$ cat src/rtl/assert_macros.svh
`ifndef ASSERT_MACROS_SVH
`define ASSERT_MACROS_SVH

// Same-cycle implication, checked on every rising clock edge outside reset.
`define CHECK_NOW(label, ante, cons, msg) \
    label: assert property (@(posedge clk) disable iff (!rst_n) (ante) |-> (cons)) \
        else $error(msg);

// Next-cycle implication, checked on every rising clock edge outside reset.
`define CHECK_NEXT(label, ante, cons, msg) \
    label: assert property (@(posedge clk) disable iff (!rst_n) (ante) |=> (cons)) \
        else $error(msg);

`endif

$ cat src/rtl/les_pkg.sv
package les_pkg;

    localparam int FRAC_BITS     = 20;
    localparam int WORD_BITS     = 32;
    localparam int PROD_BITS     = 2 * WORD_BITS;
    localparam int TIME_BITS     = 48;
    localparam int FIELD_BITS    = 32;
    localparam int STEP_BITS     = 31;
    localparam int EXT_BITS      = (WORD_BITS > FIELD_BITS) ? WORD_BITS + 1 : FIELD_BITS + 1;
    localparam int CFG_IDX_BITS  = 2;
    localparam int CFG_DATA_BITS = 32;

    typedef logic signed [WORD_BITS-1:0]  word_t;
    typedef logic signed [PROD_BITS-1:0]  prod_t;
    typedef logic        [TIME_BITS-1:0]  time_t;
    typedef logic signed [FIELD_BITS-1:0] field_t;
    typedef logic signed [EXT_BITS-1:0]   ext_t;

    localparam word_t WMAX = {1'b0, {(WORD_BITS-1){1'b1}}};
    localparam word_t WMIN = {1'b1, {(WORD_BITS-1){1'b0}}};
    localparam time_t TMAX = '1;

    localparam logic [CFG_IDX_BITS-1:0] CFG_SIGMA = 2'd0;
    localparam logic [CFG_IDX_BITS-1:0] CFG_RHO   = 2'd1;
    localparam logic [CFG_IDX_BITS-1:0] CFG_BETA  = 2'd2;
    localparam logic [CFG_IDX_BITS-1:0] CFG_STEP  = 2'd3;

    localparam logic KIND_LOAD = 1'b0;
    localparam logic KIND_STEP = 1'b1;

    // Reset coefficients: 10, 28, 8/3 and 0.01, rounded to the nearest step.
    localparam longint SIGMA_RST = longint'(10) <<< FRAC_BITS;
    localparam longint RHO_RST   = longint'(28) <<< FRAC_BITS;
    localparam longint BETA_RST  = ((longint'(16) <<< FRAC_BITS) + 3) / 6;
    localparam longint STEP_RST  = ((longint'(1) <<< FRAC_BITS) + 50) / 100;

    typedef struct packed {
        word_t word;
        logic  clip;
    } sat_t;

    typedef struct packed {
        logic   kind;
        field_t load_x;
        field_t load_y;
        field_t load_z;
    } les_cmd_t;

    typedef struct packed {
        time_t  elapsed;
        field_t point_x;
        field_t point_y;
        field_t point_z;
        logic   clipped;
    } les_rsp_t;

    function automatic word_t clamp_long(longint v);
        word_t r;
        if (v > longint'(WMAX)) begin
            r = WMAX;
        end else if (v < longint'(WMIN)) begin
            r = WMIN;
        end else begin
            r = word_t'(v);
        end
        return r;
    endfunction

    function automatic sat_t sat_sum(logic signed [WORD_BITS:0] s);
        sat_t r;
        r.clip = (s[WORD_BITS] != s[WORD_BITS-1]);
        if (r.clip) begin
            r.word = s[WORD_BITS] ? WMIN : WMAX;
        end else begin
            r.word = s[WORD_BITS-1:0];
        end
        return r;
    endfunction

    function automatic sat_t clamp_field(field_t v);
        ext_t e;
        sat_t r;
        e = EXT_BITS'(v);
        r.clip = 1'b0;
        if (e > EXT_BITS'(WMAX)) begin
            r.word = WMAX;
            r.clip = 1'b1;
        end else if (e < EXT_BITS'(WMIN)) begin
            r.word = WMIN;
            r.clip = 1'b1;
        end else begin
            r.word = e[WORD_BITS-1:0];
        end
        return r;
    endfunction

    function automatic word_t clamp_step(logic [STEP_BITS-1:0] v);
        ext_t  e;
        word_t r;
        e = $signed(EXT_BITS'(v));
        if (e > EXT_BITS'(WMAX)) begin
            r = WMAX;
        end else begin
            r = e[WORD_BITS-1:0];
        end
        return r;
    endfunction

    function automatic field_t to_field(word_t w);
        ext_t e;
        e = EXT_BITS'(w);
        return e[FIELD_BITS-1:0];
    endfunction

    // Scales an exact product back to the word format, rounding half away
    // from zero, and saturates on the magnitude.
    function automatic sat_t round_prod(prod_t p, logic neg);
        logic [PROD_BITS-1:0] mag;
        logic [PROD_BITS-1:0] q;
        logic [PROD_BITS-1:0] lim;
        logic [WORD_BITS-1:0] qw;
        sat_t                 r;
        mag    = neg ? unsigned'(-p) : unsigned'(p);
        q      = (mag + (PROD_BITS'(1) << (FRAC_BITS - 1))) >> FRAC_BITS;
        lim    = {{WORD_BITS{1'b0}}, WMAX} + PROD_BITS'(neg);
        r.clip = (q > lim);
        if (r.clip) begin
            q = lim;
        end
        qw     = q[WORD_BITS-1:0];
        r.word = neg ? -$signed(qw) : $signed(qw);
        return r;
    endfunction

endpackage

$ cat src/rtl/les_cmd_if.sv
interface les_cmd_if import les_pkg::*; ();

    logic     valid;
    logic     ready;
    les_cmd_t data;

    modport source (output valid, output data, input ready);
    modport sink (input valid, input data, output ready);

endinterface

$ cat src/rtl/les_rsp_if.sv
interface les_rsp_if import les_pkg::*; ();

    logic     valid;
    logic     ready;
    les_rsp_t data;

    modport source (output valid, output data, input ready);
    modport sink (input valid, input data, output ready);

endinterface

$ cat src/rtl/lorenz_euler_stepper_unit.sv
// Forward-Euler stepper for the Lorenz system in signed Q12.20 fixed point.
// A load transfer sets the point and clears the elapsed time; a step transfer
// advances the point by one Euler step with the configured sigma, rho, beta and
// step size. Every command transfer yields exactly one result transfer. A step
// runs through the states PREP, M1 to M7, RND and WB, and a load goes
// straight to WB. The block takes no new command until WB completes, and the
// command side is ready again in the same cycle that the result is offered.
// A result that is still waiting holds the next finished item in write-back
// until it is taken. The step time is set by the single shared 32 by 32
// multiplier, which forms the seven products one per cycle, each rounded and
// saturated in the following cycle. Configuration writes are expected only while
// the block is idle. A result that saturates raises the clipped flag.
`include "assert_macros.svh"

module lorenz_euler_stepper_unit import les_pkg::*; (
    input  logic                     clk,
    input  logic                     rst_n,
    les_cmd_if.sink                  cmd,
    les_rsp_if.source                rsp,
    input  logic                     cfg_we,
    input  logic [CFG_IDX_BITS-1:0]  cfg_index,
    input  logic [CFG_DATA_BITS-1:0] cfg_data
);

    localparam logic [3:0] ST_IDLE = 4'd0;
    localparam logic [3:0] ST_PREP = 4'd1;
    localparam logic [3:0] ST_M1   = 4'd2;
    localparam logic [3:0] ST_M2   = 4'd3;
    localparam logic [3:0] ST_M3   = 4'd4;
    localparam logic [3:0] ST_M4   = 4'd5;
    localparam logic [3:0] ST_M5   = 4'd6;
    localparam logic [3:0] ST_M6   = 4'd7;
    localparam logic [3:0] ST_M7   = 4'd8;
    localparam logic [3:0] ST_RND  = 4'd9;
    localparam logic [3:0] ST_WB   = 4'd10;

    logic [3:0] state_reg, state_next;
    logic       out_valid_reg, out_valid_next;
    les_rsp_t   out_reg, out_next;

    word_t sigma_reg, sigma_next;
    word_t rho_reg, rho_next;
    word_t beta_reg, beta_next;
    word_t step_reg, step_next;
    word_t pos_x_reg, pos_x_next;
    word_t pos_y_reg, pos_y_next;
    word_t pos_z_reg, pos_z_next;
    time_t sim_time_reg, sim_time_next;

    logic  kind_reg, kind_next;
    logic  clip_reg, clip_next;
    word_t d1_reg, d1_next;
    word_t d2_reg, d2_next;
    word_t xy_reg, xy_next;
    word_t m1_reg, m1_next;
    word_t m3_reg, m3_next;
    word_t bz_reg, bz_next;
    word_t e2_reg, e2_next;
    word_t e3_reg, e3_next;
    word_t dx_reg, dx_next;
    word_t dy_reg, dy_next;
    word_t dz_reg, dz_next;
    prod_t prod_reg, prod_next;
    logic  neg_reg, neg_next;

    word_t op_a;
    word_t op_b;
    sat_t  rnd;
    sat_t  s_a;
    sat_t  s_b;
    sat_t  s_c;
    sat_t  s_cfg;
    logic [TIME_BITS:0] t_sum;

    assign cmd.ready = (state_reg == ST_IDLE);
    assign rsp.valid = out_valid_reg;
    assign rsp.data  = out_reg;

    always_comb
    begin
        case (state_reg)
            ST_M1:
            begin
                op_a = pos_x_reg;
                op_b = pos_y_reg;
            end
            ST_M2:
            begin
                op_a = sigma_reg;
                op_b = d1_reg;
            end
            ST_M3:
            begin
                op_a = pos_x_reg;
                op_b = d2_reg;
            end
            ST_M4:
            begin
                op_a = beta_reg;
                op_b = pos_z_reg;
            end
            ST_M5:
            begin
                op_a = m1_reg;
                op_b = step_reg;
            end
            ST_M6:
            begin
                op_a = e2_reg;
                op_b = step_reg;
            end
            ST_M7:
            begin
                op_a = e3_reg;
                op_b = step_reg;
            end
            default:
            begin
                op_a = '0;
                op_b = '0;
            end
        endcase
    end

    assign prod_next = op_a * op_b;
    assign neg_next  = op_a[WORD_BITS-1] ^ op_b[WORD_BITS-1];
    assign rnd       = round_prod(prod_reg, neg_reg);

    always_comb
    begin
        state_next     = state_reg;
        out_valid_next = out_valid_reg;
        out_next       = out_reg;
        sigma_next     = sigma_reg;
        rho_next       = rho_reg;
        beta_next      = beta_reg;
        step_next      = step_reg;
        pos_x_next     = pos_x_reg;
        pos_y_next     = pos_y_reg;
        pos_z_next     = pos_z_reg;
        sim_time_next  = sim_time_reg;
        kind_next      = kind_reg;
        clip_next      = clip_reg;
        d1_next        = d1_reg;
        d2_next        = d2_reg;
        xy_next        = xy_reg;
        m1_next        = m1_reg;
        m3_next        = m3_reg;
        bz_next        = bz_reg;
        e2_next        = e2_reg;
        e3_next        = e3_reg;
        dx_next        = dx_reg;
        dy_next        = dy_reg;
        dz_next        = dz_reg;
        s_a            = '0;
        s_b            = '0;
        s_c            = '0;
        t_sum          = '0;
        s_cfg          = clamp_field(cfg_data);

        if (out_valid_reg && rsp.ready) begin
            out_valid_next = 1'b0;
        end

        if (cfg_we) begin
            case (cfg_index)
                CFG_SIGMA: sigma_next = s_cfg.word;
                CFG_RHO:   rho_next   = s_cfg.word;
                CFG_BETA:  beta_next  = s_cfg.word;
                CFG_STEP:  step_next  = clamp_step(cfg_data[STEP_BITS-1:0]);
                default:   step_next  = step_reg;
            endcase
        end

        case (state_reg)
            ST_IDLE:
            begin
                if (cmd.valid) begin
                    kind_next = cmd.data.kind;
                    if (cmd.data.kind == KIND_STEP) begin
                        clip_next  = 1'b0;
                        state_next = ST_PREP;
                    end else begin
                        s_a        = clamp_field(cmd.data.load_x);
                        s_b        = clamp_field(cmd.data.load_y);
                        s_c        = clamp_field(cmd.data.load_z);
                        dx_next    = s_a.word;
                        dy_next    = s_b.word;
                        dz_next    = s_c.word;
                        clip_next  = s_a.clip | s_b.clip | s_c.clip;
                        state_next = ST_WB;
                    end
                end
            end
            ST_PREP:
            begin
                s_a        = sat_sum({pos_y_reg[WORD_BITS-1], pos_y_reg}
                                     - {pos_x_reg[WORD_BITS-1], pos_x_reg});
                s_b        = sat_sum({rho_reg[WORD_BITS-1], rho_reg}
                                     - {pos_z_reg[WORD_BITS-1], pos_z_reg});
                d1_next    = s_a.word;
                d2_next    = s_b.word;
                clip_next  = clip_reg | s_a.clip | s_b.clip;
                state_next = ST_M1;
            end
            ST_M1:
            begin
                state_next = ST_M2;
            end
            ST_M2:
            begin
                xy_next    = rnd.word;
                clip_next  = clip_reg | rnd.clip;
                state_next = ST_M3;
            end
            ST_M3:
            begin
                m1_next    = rnd.word;
                clip_next  = clip_reg | rnd.clip;
                state_next = ST_M4;
            end
            ST_M4:
            begin
                m3_next    = rnd.word;
                clip_next  = clip_reg | rnd.clip;
                state_next = ST_M5;
            end
            ST_M5:
            begin
                s_a        = sat_sum({m3_reg[WORD_BITS-1], m3_reg}
                                     - {pos_y_reg[WORD_BITS-1], pos_y_reg});
                bz_next    = rnd.word;
                e2_next    = s_a.word;
                clip_next  = clip_reg | rnd.clip | s_a.clip;
                state_next = ST_M6;
            end
            ST_M6:
            begin
                s_a        = sat_sum({xy_reg[WORD_BITS-1], xy_reg}
                                     - {bz_reg[WORD_BITS-1], bz_reg});
                dx_next    = rnd.word;
                e3_next    = s_a.word;
                clip_next  = clip_reg | rnd.clip | s_a.clip;
                state_next = ST_M7;
            end
            ST_M7:
            begin
                dy_next    = rnd.word;
                clip_next  = clip_reg | rnd.clip;
                state_next = ST_RND;
            end
            ST_RND:
            begin
                dz_next    = rnd.word;
                clip_next  = clip_reg | rnd.clip;
                state_next = ST_WB;
            end
            ST_WB:
            begin
                if (!out_valid_reg || rsp.ready) begin
                    if (kind_reg == KIND_STEP) begin
                        s_a   = sat_sum({pos_x_reg[WORD_BITS-1], pos_x_reg}
                                        + {dx_reg[WORD_BITS-1], dx_reg});
                        s_b   = sat_sum({pos_y_reg[WORD_BITS-1], pos_y_reg}
                                        + {dy_reg[WORD_BITS-1], dy_reg});
                        s_c   = sat_sum({pos_z_reg[WORD_BITS-1], pos_z_reg}
                                        + {dz_reg[WORD_BITS-1], dz_reg});
                        t_sum = {1'b0, sim_time_reg}
                                + {{(TIME_BITS + 1 - WORD_BITS){1'b0}}, step_reg};
                        pos_x_next = s_a.word;
                        pos_y_next = s_b.word;
                        pos_z_next = s_c.word;
                        if (t_sum[TIME_BITS]) begin
                            sim_time_next = TMAX;
                        end else begin
                            sim_time_next = t_sum[TIME_BITS-1:0];
                        end
                        clip_next = clip_reg | s_a.clip | s_b.clip | s_c.clip
                                    | t_sum[TIME_BITS];
                    end else begin
                        pos_x_next    = dx_reg;
                        pos_y_next    = dy_reg;
                        pos_z_next    = dz_reg;
                        sim_time_next = '0;
                    end
                    out_next.elapsed = sim_time_next;
                    out_next.point_x = to_field(pos_x_next);
                    out_next.point_y = to_field(pos_y_next);
                    out_next.point_z = to_field(pos_z_next);
                    out_next.clipped = clip_next;
                    out_valid_next   = 1'b1;
                    state_next       = ST_IDLE;
                end
            end
            default:
            begin
                state_next = ST_IDLE;
            end
        endcase
    end

    always_ff @(posedge clk or negedge rst_n)
    begin
        if (!rst_n) begin
            state_reg     <= ST_IDLE;
            out_valid_reg <= 1'b0;
            sigma_reg     <= clamp_long(SIGMA_RST);
            rho_reg       <= clamp_long(RHO_RST);
            beta_reg      <= clamp_long(BETA_RST);
            step_reg      <= clamp_long(STEP_RST);
            pos_x_reg     <= '0;
            pos_y_reg     <= '0;
            pos_z_reg     <= '0;
            sim_time_reg  <= '0;
            kind_reg      <= KIND_LOAD;
            clip_reg      <= 1'b0;
        end else begin
            state_reg     <= state_next;
            out_valid_reg <= out_valid_next;
            sigma_reg     <= sigma_next;
            rho_reg       <= rho_next;
            beta_reg      <= beta_next;
            step_reg      <= step_next;
            pos_x_reg     <= pos_x_next;
            pos_y_reg     <= pos_y_next;
            pos_z_reg     <= pos_z_next;
            sim_time_reg  <= sim_time_next;
            kind_reg      <= kind_next;
            clip_reg      <= clip_next;
        end
    end

    always_ff @(posedge clk)
    begin
        out_reg  <= out_next;
        d1_reg   <= d1_next;
        d2_reg   <= d2_next;
        xy_reg   <= xy_next;
        m1_reg   <= m1_next;
        m3_reg   <= m3_next;
        bz_reg   <= bz_next;
        e2_reg   <= e2_next;
        e3_reg   <= e3_next;
        dx_reg   <= dx_next;
        dy_reg   <= dy_next;
        dz_reg   <= dz_next;
        prod_reg <= prod_next;
        neg_reg  <= neg_next;
    end

    `CHECK_NEXT(a_step_starts, cmd.valid && cmd.ready && cmd.data.kind == KIND_STEP,
                state_reg == ST_PREP, "step transfer did not start the sequence")
    `CHECK_NEXT(a_load_to_wb, cmd.valid && cmd.ready && cmd.data.kind == KIND_LOAD,
                state_reg == ST_WB, "load transfer did not go to write-back")
    `CHECK_NOW(a_rsp_from_wb, $rose(rsp.valid), $past(state_reg) == ST_WB,
               "result offered without a write-back")
    `CHECK_NEXT(a_wb_done, state_reg == ST_WB && (!rsp.valid || rsp.ready),
                state_reg == ST_IDLE && rsp.valid, "write-back did not complete")

endmodule
$ cat src/flat_wrapper.sv
// flat-port wrapper written by rule: the top's interface ports become plain ports
module lorenz_euler_stepper_unit_flat import les_pkg::*;
  (clk, rst_n, cfg_we, cfg_index, cfg_data, cmd_valid, cmd_data, cmd_ready, rsp_valid, rsp_data, rsp_ready);
  les_cmd_if cmd_i ();
  les_rsp_if rsp_i ();
  input  logic clk;
  input  logic rst_n;
  input  logic cfg_we;
  input  logic [CFG_IDX_BITS-1:0] cfg_index;
  input  logic [CFG_DATA_BITS-1:0] cfg_data;
  input wire logic [$bits(cmd_i.valid)-1:0] cmd_valid;
  input wire logic [$bits(cmd_i.data)-1:0] cmd_data;
  output wire logic [$bits(cmd_i.ready)-1:0] cmd_ready;
  output wire logic [$bits(rsp_i.valid)-1:0] rsp_valid;
  output wire logic [$bits(rsp_i.data)-1:0] rsp_data;
  input wire logic [$bits(rsp_i.ready)-1:0] rsp_ready;
  assign cmd_i.valid = cmd_valid;
  assign cmd_i.data = cmd_data;
  assign cmd_ready = cmd_i.ready;
  assign rsp_valid = rsp_i.valid;
  assign rsp_data = rsp_i.data;
  assign rsp_i.ready = rsp_ready;
  lorenz_euler_stepper_unit u_core (.clk(clk), .rst_n(rst_n), .cmd(cmd_i), .rsp(rsp_i), .cfg_we(cfg_we), .cfg_index(cfg_index), .cfg_data(cfg_data));
endmodule
$ cat config.mk
export PLATFORM = sky130hd
export DESIGN_NAME = lorenz_euler_stepper_unit_flat
export DESIGN_NICKNAME = d
export VERILOG_FILES = /design/src/rtl/les_pkg.sv /design/src/rtl/les_cmd_if.sv /design/src/rtl/les_rsp_if.sv /design/src/rtl/lorenz_euler_stepper_unit.sv /design/src/flat_wrapper.sv
export VERILOG_INCLUDE_DIRS = /design/src /design/src/rtl
export SDC_FILE = /design/constraint.sdc
export NUM_CORES = 2
export LEC_CHECK = 0
export BUFFER_PORTS_ARGS = -buffer_cell sky130_fd_sc_hd__buf_2
export CAP_MARGIN = 20
export CORE_MARGIN = 2
export CORE_UTILIZATION = 46
export DETAILED_ROUTE_END_ITERATION = 16
export HOLD_SLACK_MARGIN = 0.15
export SYNTH_ARGS = -nofsm -noshare
export SYNTH_HDL_FRONTEND = slang
export SYNTH_SLANG_ARGS = --single-unit
$ cat constraint.sdc
create_clock -name clk -period 22.3 [get_ports clk]
set_input_delay 2.23 -clock clk [delete_from_list [all_inputs] [get_ports clk]]
set_output_delay 2.23 -clock clk [all_outputs]
set_load 0.02 [all_outputs]
; Word level (Yosys, flattened, before mapping)
; Index checks and enable logic that the tools add are counted.
[word_totals]
wordCells = 176
register_bits = 840
output_inout_bits = 147
[op_classes]
add_sub_neg = 12
n_mul = 1
n_lt_le_gt_ge = 9
muxes = 66
reduce_logical = 23
bitwise_logic = 12
n_eq_ne = 23
[ops]
columns = operator, count
row1 = 32-bit two-way mux, 29
row2 = 33-bit two-way mux, 13
row3 = 32-bit case mux with 2 select lines, 3
row4 = 32-bit case mux with 6 select lines, 1
row5 = 32-bit case mux with 5 select lines, 1
row6 = 32-bit by 32-bit subtractor with 33-bit output, 4
row7 = 32-bit greater-than comparator (second input constant), 4
row8 = 32-bit less-than comparator (second input constant), 4
row9 = 32-bit by 32-bit adder with 33-bit output, 3
row10 = 48-bit two-way mux, 2
row11 = 64-bit by 20-bit adder with 64-bit output (second input constant), 1
row12 = 32-bit by 32-bit multiplier with 64-bit output, 1
row13 = 64-bit two-way mux, 1
row14 = 64-bit negator, 1
row15 = 48-bit by 31-bit adder with 49-bit output, 1
row16 = 44-bit by 32-bit greater-than comparator with 1-bit output, 1
row17 = 4-bit case mux with 11 select lines, 1
row18 = 31-bit by 1-bit adder with 32-bit output (first input constant), 1
row19 = 32-bit negator, 1
row20 = 4-bit by 3-bit equality test with 1-bit output (second input constant), 4
row21 = 2-bit AND reduction, 7
row22 = 4-bit equality test (second input constant), 3
row23 = 4-bit two-way mux, 3
row24 = 3-bit AND reduction, 4
row25 = other kinds (21), 52

; Longest topological paths before layout
[depth]
depth_word = 11
mapped_depth = 44

; Least setup slack after synthesis
; Ideal clock, no wire load.
[synth_path]
path_type = flip-flop to flip-flop
startpoint = reg u_core.state_reg[3]
endpoint = reg u_core.prod_reg[60]
setup_slack_ns = 11.305
stages_incl_launch_ff = 33
arrival_ns = 10.916
setup_time_ns = 0.079
cell_sequence = dfrtp_1 -> clkbuf_1 -> nand2b_1 -> nor2_1 -> clkbuf_1 -> clkbuf_1 -> a222oi_1 -> nand4_1 -> clkbuf_1 -> nand2_1 -> fa_1 -> inv_1 -> fa_1 -> inv_1 -> fa_1 -> fa_1 -> inv_1 -> fa_1 -> fa_1 -> fa_1 -> fa_1 -> ha_1 -> o21a_1 -> o21ai_0 -> nand2b_1 -> a21oi_1 -> or3b_2 -> o21ai_0 -> a21oi_1 -> o31ai_1 -> a21oi_1 -> or4b_2 -> o211ai_1
[synth_via]
elab_chain_len = 4
word_cells_on_any_way = 12
cone_classes = mul (1) / eq/ne (7) / mux (2) / reduce/logical (2)
[synth_lines]
columns = element, line
row1 = start: declaration, lorenz_euler_stepper_unit.sv:37  ; logic [3:0] state_reg, state_next;
row2 = start signal: assignment, lorenz_euler_stepper_unit.sv:318  ; state_reg <= state_next;
row3 = 4-bit equality test (tied with other cells), lorenz_euler_stepper_unit.sv:81  ; case (state_reg)
row4 = 3-bit OR reduction (no line) / 2-bit OR reduction (equally long branches), -
row5 = 32-bit case mux with 5 select lines / 32-bit case mux with 6 select lines (equally long branches), lorenz_euler_stepper_unit.sv:81
row6 = 32-bit by 32-bit multiplier with 64-bit output *, lorenz_euler_stepper_unit.sv:125  ; assign prod_next = op_a * op_b;
row7 = net u_core.prod_next[60], lorenz_euler_stepper_unit.sv:63  ; prod_t prod_reg, prod_next;
row8 = end signal: assignment, lorenz_euler_stepper_unit.sv:347  ; prod_reg <= prod_next;
row9 = end: declaration, lorenz_euler_stepper_unit.sv:63
; The timed path passes the listed nets; every way through them passes the cells marked *.
; A chain may end at the register's enable or synchronous reset.

; Worst setup path in the final report
[layout_path]
startpoint = reg u_core.state_reg[2]
endpoint = reg u_core.prod_reg[63]
; The elaborated chain is that of the path after synthesis.

==> impl_metrics.prom <==
# TYPE chip_impl_metric gauge
chip_impl_info{name="grt_setup_unrepaired",value="false"} 1
chip_impl_metric{name="yosys.area.top_type_share",unit="%"} 25.6
chip_impl_metric{name="place.gp.congestion",unit=""} 1.01
chip_impl_metric{name="worst_slew_pin_slew",unit="ps"} 1220
chip_impl_metric{name="synth-warning-count",unit=""} 0
chip_impl_metric{name="first_global_vias",unit=""} 69000
chip_impl_metric{name="drcViolationCount",unit=""} 0
chip_impl_metric{name="cts.sink_count",unit=""} 840
chip_impl_metric{name="report.final.hold_viol_count",unit=""} 0
chip_impl_info{name="critical_path.startpoint",value="u_core.state_reg[2]$_DFFE_PN0P_"} 1
chip_impl_info{name="min_path_type",value="register to register"} 1
chip_impl_info{name="timing.critical_path.from_type",value="register"} 1
chip_impl_metric{name="effective_utilization_at_floorplan",unit="%"} 46.2
chip_impl_metric{name="globalRouteOverflowTotal",unit=""} 0
chip_impl_metric{name="die-area",unit="um^2"} 189000
chip_impl_metric{name="post_cts_buffers",unit=""} 0
chip_impl_metric{name="dr.first_iter.drc_count",unit=""} 7378
chip_impl_info{name="outcome",value="finished, final reports clean"} 1
chip_impl_metric{name="port_buffers",unit=""} 282
chip_impl_metric{name="hold_ws",unit="ps"} 508
chip_impl_metric{name="finalSetupViolations",unit=""} 0
chip_impl_metric{name="htreeDepth",unit=""} 3
chip_impl_metric{name="share_of_layout_cells_above_drive_strength_1",unit="%"} 11.7
chip_impl_metric{name="fin_worst_skew",unit="ps"} 47.9
chip_impl_metric{name="clkLatencyLatePin",unit="ps"} 750
chip_impl_metric{name="postSynthCellCount",unit=""} 8815
chip_impl_info{name="critical_path.reg2reg.startpoint",value="u_core.state_reg[2]$_DFFE_PN0P_"} 1
chip_impl_metric{name="max-clock-path-buffers",unit=""} 3
chip_impl_metric{name="cts_made_buffers",unit=""} 93
chip_impl_info{name="critPathSlowestCell",value="sky130_fd_sc_hd__fa_1"} 1
chip_impl_metric{name="drt-total-wl",unit="um"} 320000
chip_impl_metric{name="synthToLayoutAreaGrowth",unit="%"} 9.56
chip_impl_metric{name="yosysSeqAreaShare",unit="%"} 27.2
chip_impl_info{name="worstSetupEndpointType",value="register"} 1
chip_impl_metric{name="grt_first_pass_wirelength",unit="um"} 468000
chip_impl_info{name="timing_worst_setup_path_type",value="register to register"} 1
chip_impl_metric{name="placement.cell_area",unit="um^2"} 90100
chip_impl_metric{name="synthesis.area_per_instance",unit="um^2"} 9.68
chip_impl_metric{name="multiInputGateArea",unit="um^2"} 56000
chip_impl_metric{name="antenna_violating_nets_post_route",unit=""} 0
chip_impl_info{name="synthDominantAreaCellType",value="sky130_fd_sc_hd__fa_1"} 1
chip_impl_metric{name="num-nets-final",unit=""} 10700
chip_impl_metric{name="maximum_number_of_pins_on_one_net_before_global_route_repair",unit=""} 126
chip_impl_metric{name="post-dp-hpwl",unit="um"} 247000
chip_impl_metric{name="fillers",unit=""} 17200
chip_impl_info{name="post_synth_main_area_contributors",value="sky130_fd_sc_hd__fa_1 26%, sky130_fd_sc_hd__edfxtp_1 17%, sky130_fd_sc_hd__dfrtp_1 7.4%, sky130_fd_sc_hd__ha_1 6.9%, sky130_fd_sc_hd__inv_1 5.7%"} 1
chip_impl_metric{name="antenna_found_initial",unit=""} 40
chip_impl_metric{name="achievable-frequency",unit="MHz"} 84.4
chip_impl_metric{name="stdcell_area",unit="um^2"} 93500
chip_impl_metric{name="post_drt_wl_per_cell",unit="um"} 27.7
chip_impl_metric{name="netlist_area",unit="um^2"} 85300
chip_impl_metric{name="cts.repair.resized",unit=""} 0
chip_impl_metric{name="die_height",unit="um"} 435
chip_impl_metric{name="hold_fix_buffers_cts",unit=""} 0
chip_impl_metric{name="yosys_register_bits",unit=""} 840
chip_impl_metric{name="max_stage_delay",unit="ps"} 910
chip_impl_metric{name="cp.arrival",unit="ps"} 12440
chip_impl_info{name="postSynth.topFlopCell",value="sky130_fd_sc_hd__edfxtp_1"} 1
chip_impl_metric{name="die-width",unit="um"} 435
chip_impl_metric{name="post_dr_vias_cell",unit=""} 5.96
chip_impl_info{name="critical_path.most_common_cell",value="sky130_fd_sc_hd__fa_1"} 1
chip_impl_metric{name="fp.coreArea",unit="um^2"} 185000
chip_impl_metric{name="yosys.cell_types.count",unit=""} 104
chip_impl_metric{name="async_flop_share",unit="%"} 33.1
chip_impl_metric{name="dr.pass1.iters",unit=""} 7
chip_impl_metric{name="synth_fp_nets",unit=""} 10500
chip_impl_metric{name="routed-via-count",unit=""} 69000
chip_impl_metric{name="largest_register_ffs",unit=""} 145
chip_impl_metric{name="timing.critical_path.required",unit="ps"} 22900
chip_impl_metric{name="timing.critical_path.fanout_max",unit=""} 68
chip_impl_metric{name="max_cap_viol_count",unit=""} 0
chip_impl_info{name="hold_path_startpoint",value="u_core.pos_y_reg[9]$_DFFE_PN0P_"} 1
chip_impl_metric{name="synth_enable_flop_cells",unit=""} 497
chip_impl_metric{name="worst_relative_slew_slack",unit="%"} 18.7
chip_impl_metric{name="tns",unit="ps"} 0
chip_impl_metric{name="drv_slew",unit=""} 0
chip_impl_metric{name="final_min_period_over_clock_period",unit="%"} 53.1
chip_impl_metric{name="ios",unit=""} 283
chip_impl_metric{name="grt_util_all_layers",unit="%"} 33.8
chip_impl_info{name="cts_tree",value="yes"} 1
chip_impl_metric{name="register_area",unit="um^2"} 23200
chip_impl_info{name="root_buffer",value="sky130_fd_sc_hd__clkbuf_16"} 1
chip_impl_metric{name="fin_crit",unit="ps"} 11840
chip_impl_info{name="synthTopCellsByCount",value="1286 x sky130_fd_sc_hd__inv_1, 1090 x sky130_fd_sc_hd__fa_1, 1016 x sky130_fd_sc_hd__nand2_1"} 1
chip_impl_info{name="yosys.cell_count.top_type",value="sky130_fd_sc_hd__inv_1"} 1
chip_impl_metric{name="clkSlewWorstSetupHoldPaths",unit="ps"} 60
chip_impl_metric{name="row_count",unit=""} 158
## cell type report
class	instances	share of cell area, %
multi-input combinational	6283	59.8
sequential	840	24.8
inverter	1292	5.20
tap	2480	3.32
timing repair buffer	487	3.22
clock buffer	121	2.72
clock inverter	55	0.852
antenna	10	0.0268
## critical path, delay by kind of cell, from the launching register on
kind / cells / cell delay [ps]
buffers and inverters: 9 / 2790
XOR/XNOR: 1 / 130
AND/OR/NAND/NOR: 7 / 1090
AO/OA/AOI/OAI: 8 / 2160
flip-flops: 1 / 600
adder cells (fa/ha/maj): 9 / 4840
## metrics by stage
stage	setup WS, ps	cells	utilization, %
final	10460	11600	50.6
after global routing	9730	11600	50.6
after CTS	10180	11600	50.5
after detailed placement	10160	11400	48.7
after global placement	10050	11400	48.7
after floorplan	11310	8815	-
## path summary, 6_finish.rpt
path                       cells past startpoint                            endpoint  slack [ps]
max                                           34         u_core.prod_reg[63]$_DFF_P_       10460
min                                            1     u_core.pos_y_reg[9]$_DFFE_PN0P_         510
max reg2reg                                   34         u_core.prod_reg[63]$_DFF_P_       10460
min reg2reg                                    1     u_core.pos_y_reg[9]$_DFFE_PN0P_         510
max in group asynchronous                      3  u_core.sim_time_reg[4]$_DFFE_PN0P_       18440
min in group asynchronous                      1    u_core.pos_x_reg[25]$_DFFE_PN0P_        1550
## cells in the final DEF (no fill, tap or decap), types with 33 or more instances in the layout
cell | netlist | routed
sky130_fd_sc_hd__nand2b_1 | 68 | 68
sky130_fd_sc_hd__a31oi_1 | 78 | 77
sky130_fd_sc_hd__nand3_1 | 136 | 132
sky130_fd_sc_hd__mux2_2 | 257 | 257
sky130_fd_sc_hd__fa_1 | 1090 | 1090
sky130_fd_sc_hd__and4_1 | 60 | 46
sky130_fd_sc_hd__buf_2 | 3 | 282
sky130_fd_sc_hd__clkbuf_16 | 0 | 95
sky130_fd_sc_hd__nor3_1 | 87 | 82
sky130_fd_sc_hd__a21o_1 | 167 | 167
sky130_fd_sc_hd__nand2_1 | 1016 | 1016
sky130_fd_sc_hd__o31ai_1 | 33 | 33
sky130_fd_sc_hd__a211oi_1 | 36 | 36
sky130_fd_sc_hd__xor2_1 | 124 | 124
sky130_fd_sc_hd__a21oi_1 | 406 | 400
sky130_fd_sc_hd__xnor2_1 | 233 | 233
sky130_fd_sc_hd__buf_4 | 0 | 199
sky130_fd_sc_hd__o21ai_0 | 290 | 288
sky130_fd_sc_hd__dfrtp_1 | 253 | 252
sky130_fd_sc_hd__nor2b_1 | 62 | 62
sky130_fd_sc_hd__edfxtp_1 | 497 | 497
sky130_fd_sc_hd__ha_1 | 474 | 474
sky130_fd_sc_hd__dfxtp_1 | 65 | 64
sky130_fd_sc_hd__o21ai_1 | 44 | 42
sky130_fd_sc_hd__nor4_1 | 43 | 43
sky130_fd_sc_hd__inv_1 | 1286 | 1286
sky130_fd_sc_hd__and3_1 | 42 | 42
sky130_fd_sc_hd__o21a_1 | 83 | 83
sky130_fd_sc_hd__a22oi_1 | 81 | 78
sky130_fd_sc_hd__nor2_1 | 748 | 744
sky130_fd_sc_hd__maj3_1 | 33 | 33
sky130_fd_sc_hd__nand4_1 | 101 | 101
## metal layers
layer	vias up	global-route usage, %	wire length (um)
met4	30	14.9	16900
met1	35400	46.9	132000
met5	-	0	221
met2	3192	50.4	139000
li1	29800	-	-
met3	637	7.77	32500
## cells by family (layout without fill, tap and decap cells)
kind of cell | Yosys count | after routing | share of synthesized area [%]
other | 0 | 10 | 0
buffers and inverters | 1692 | 1955 | 7.48
multiplexers | 277 | 277 | 3.63
adder cells (fa/ha/maj) | 1597 | 1597 | 32.9
flip-flops | 840 | 840 | 27.2
XOR/XNOR | 357 | 357 | 3.66
AND/OR/NAND/NOR | 2511 | 2511 | 13.3
AO/OA/AOI/OAI | 1541 | 1541 | 11.9
Power is not shown: default switching activity piles up to over one toggle a cycle in this logic, so the estimate is an artifact.
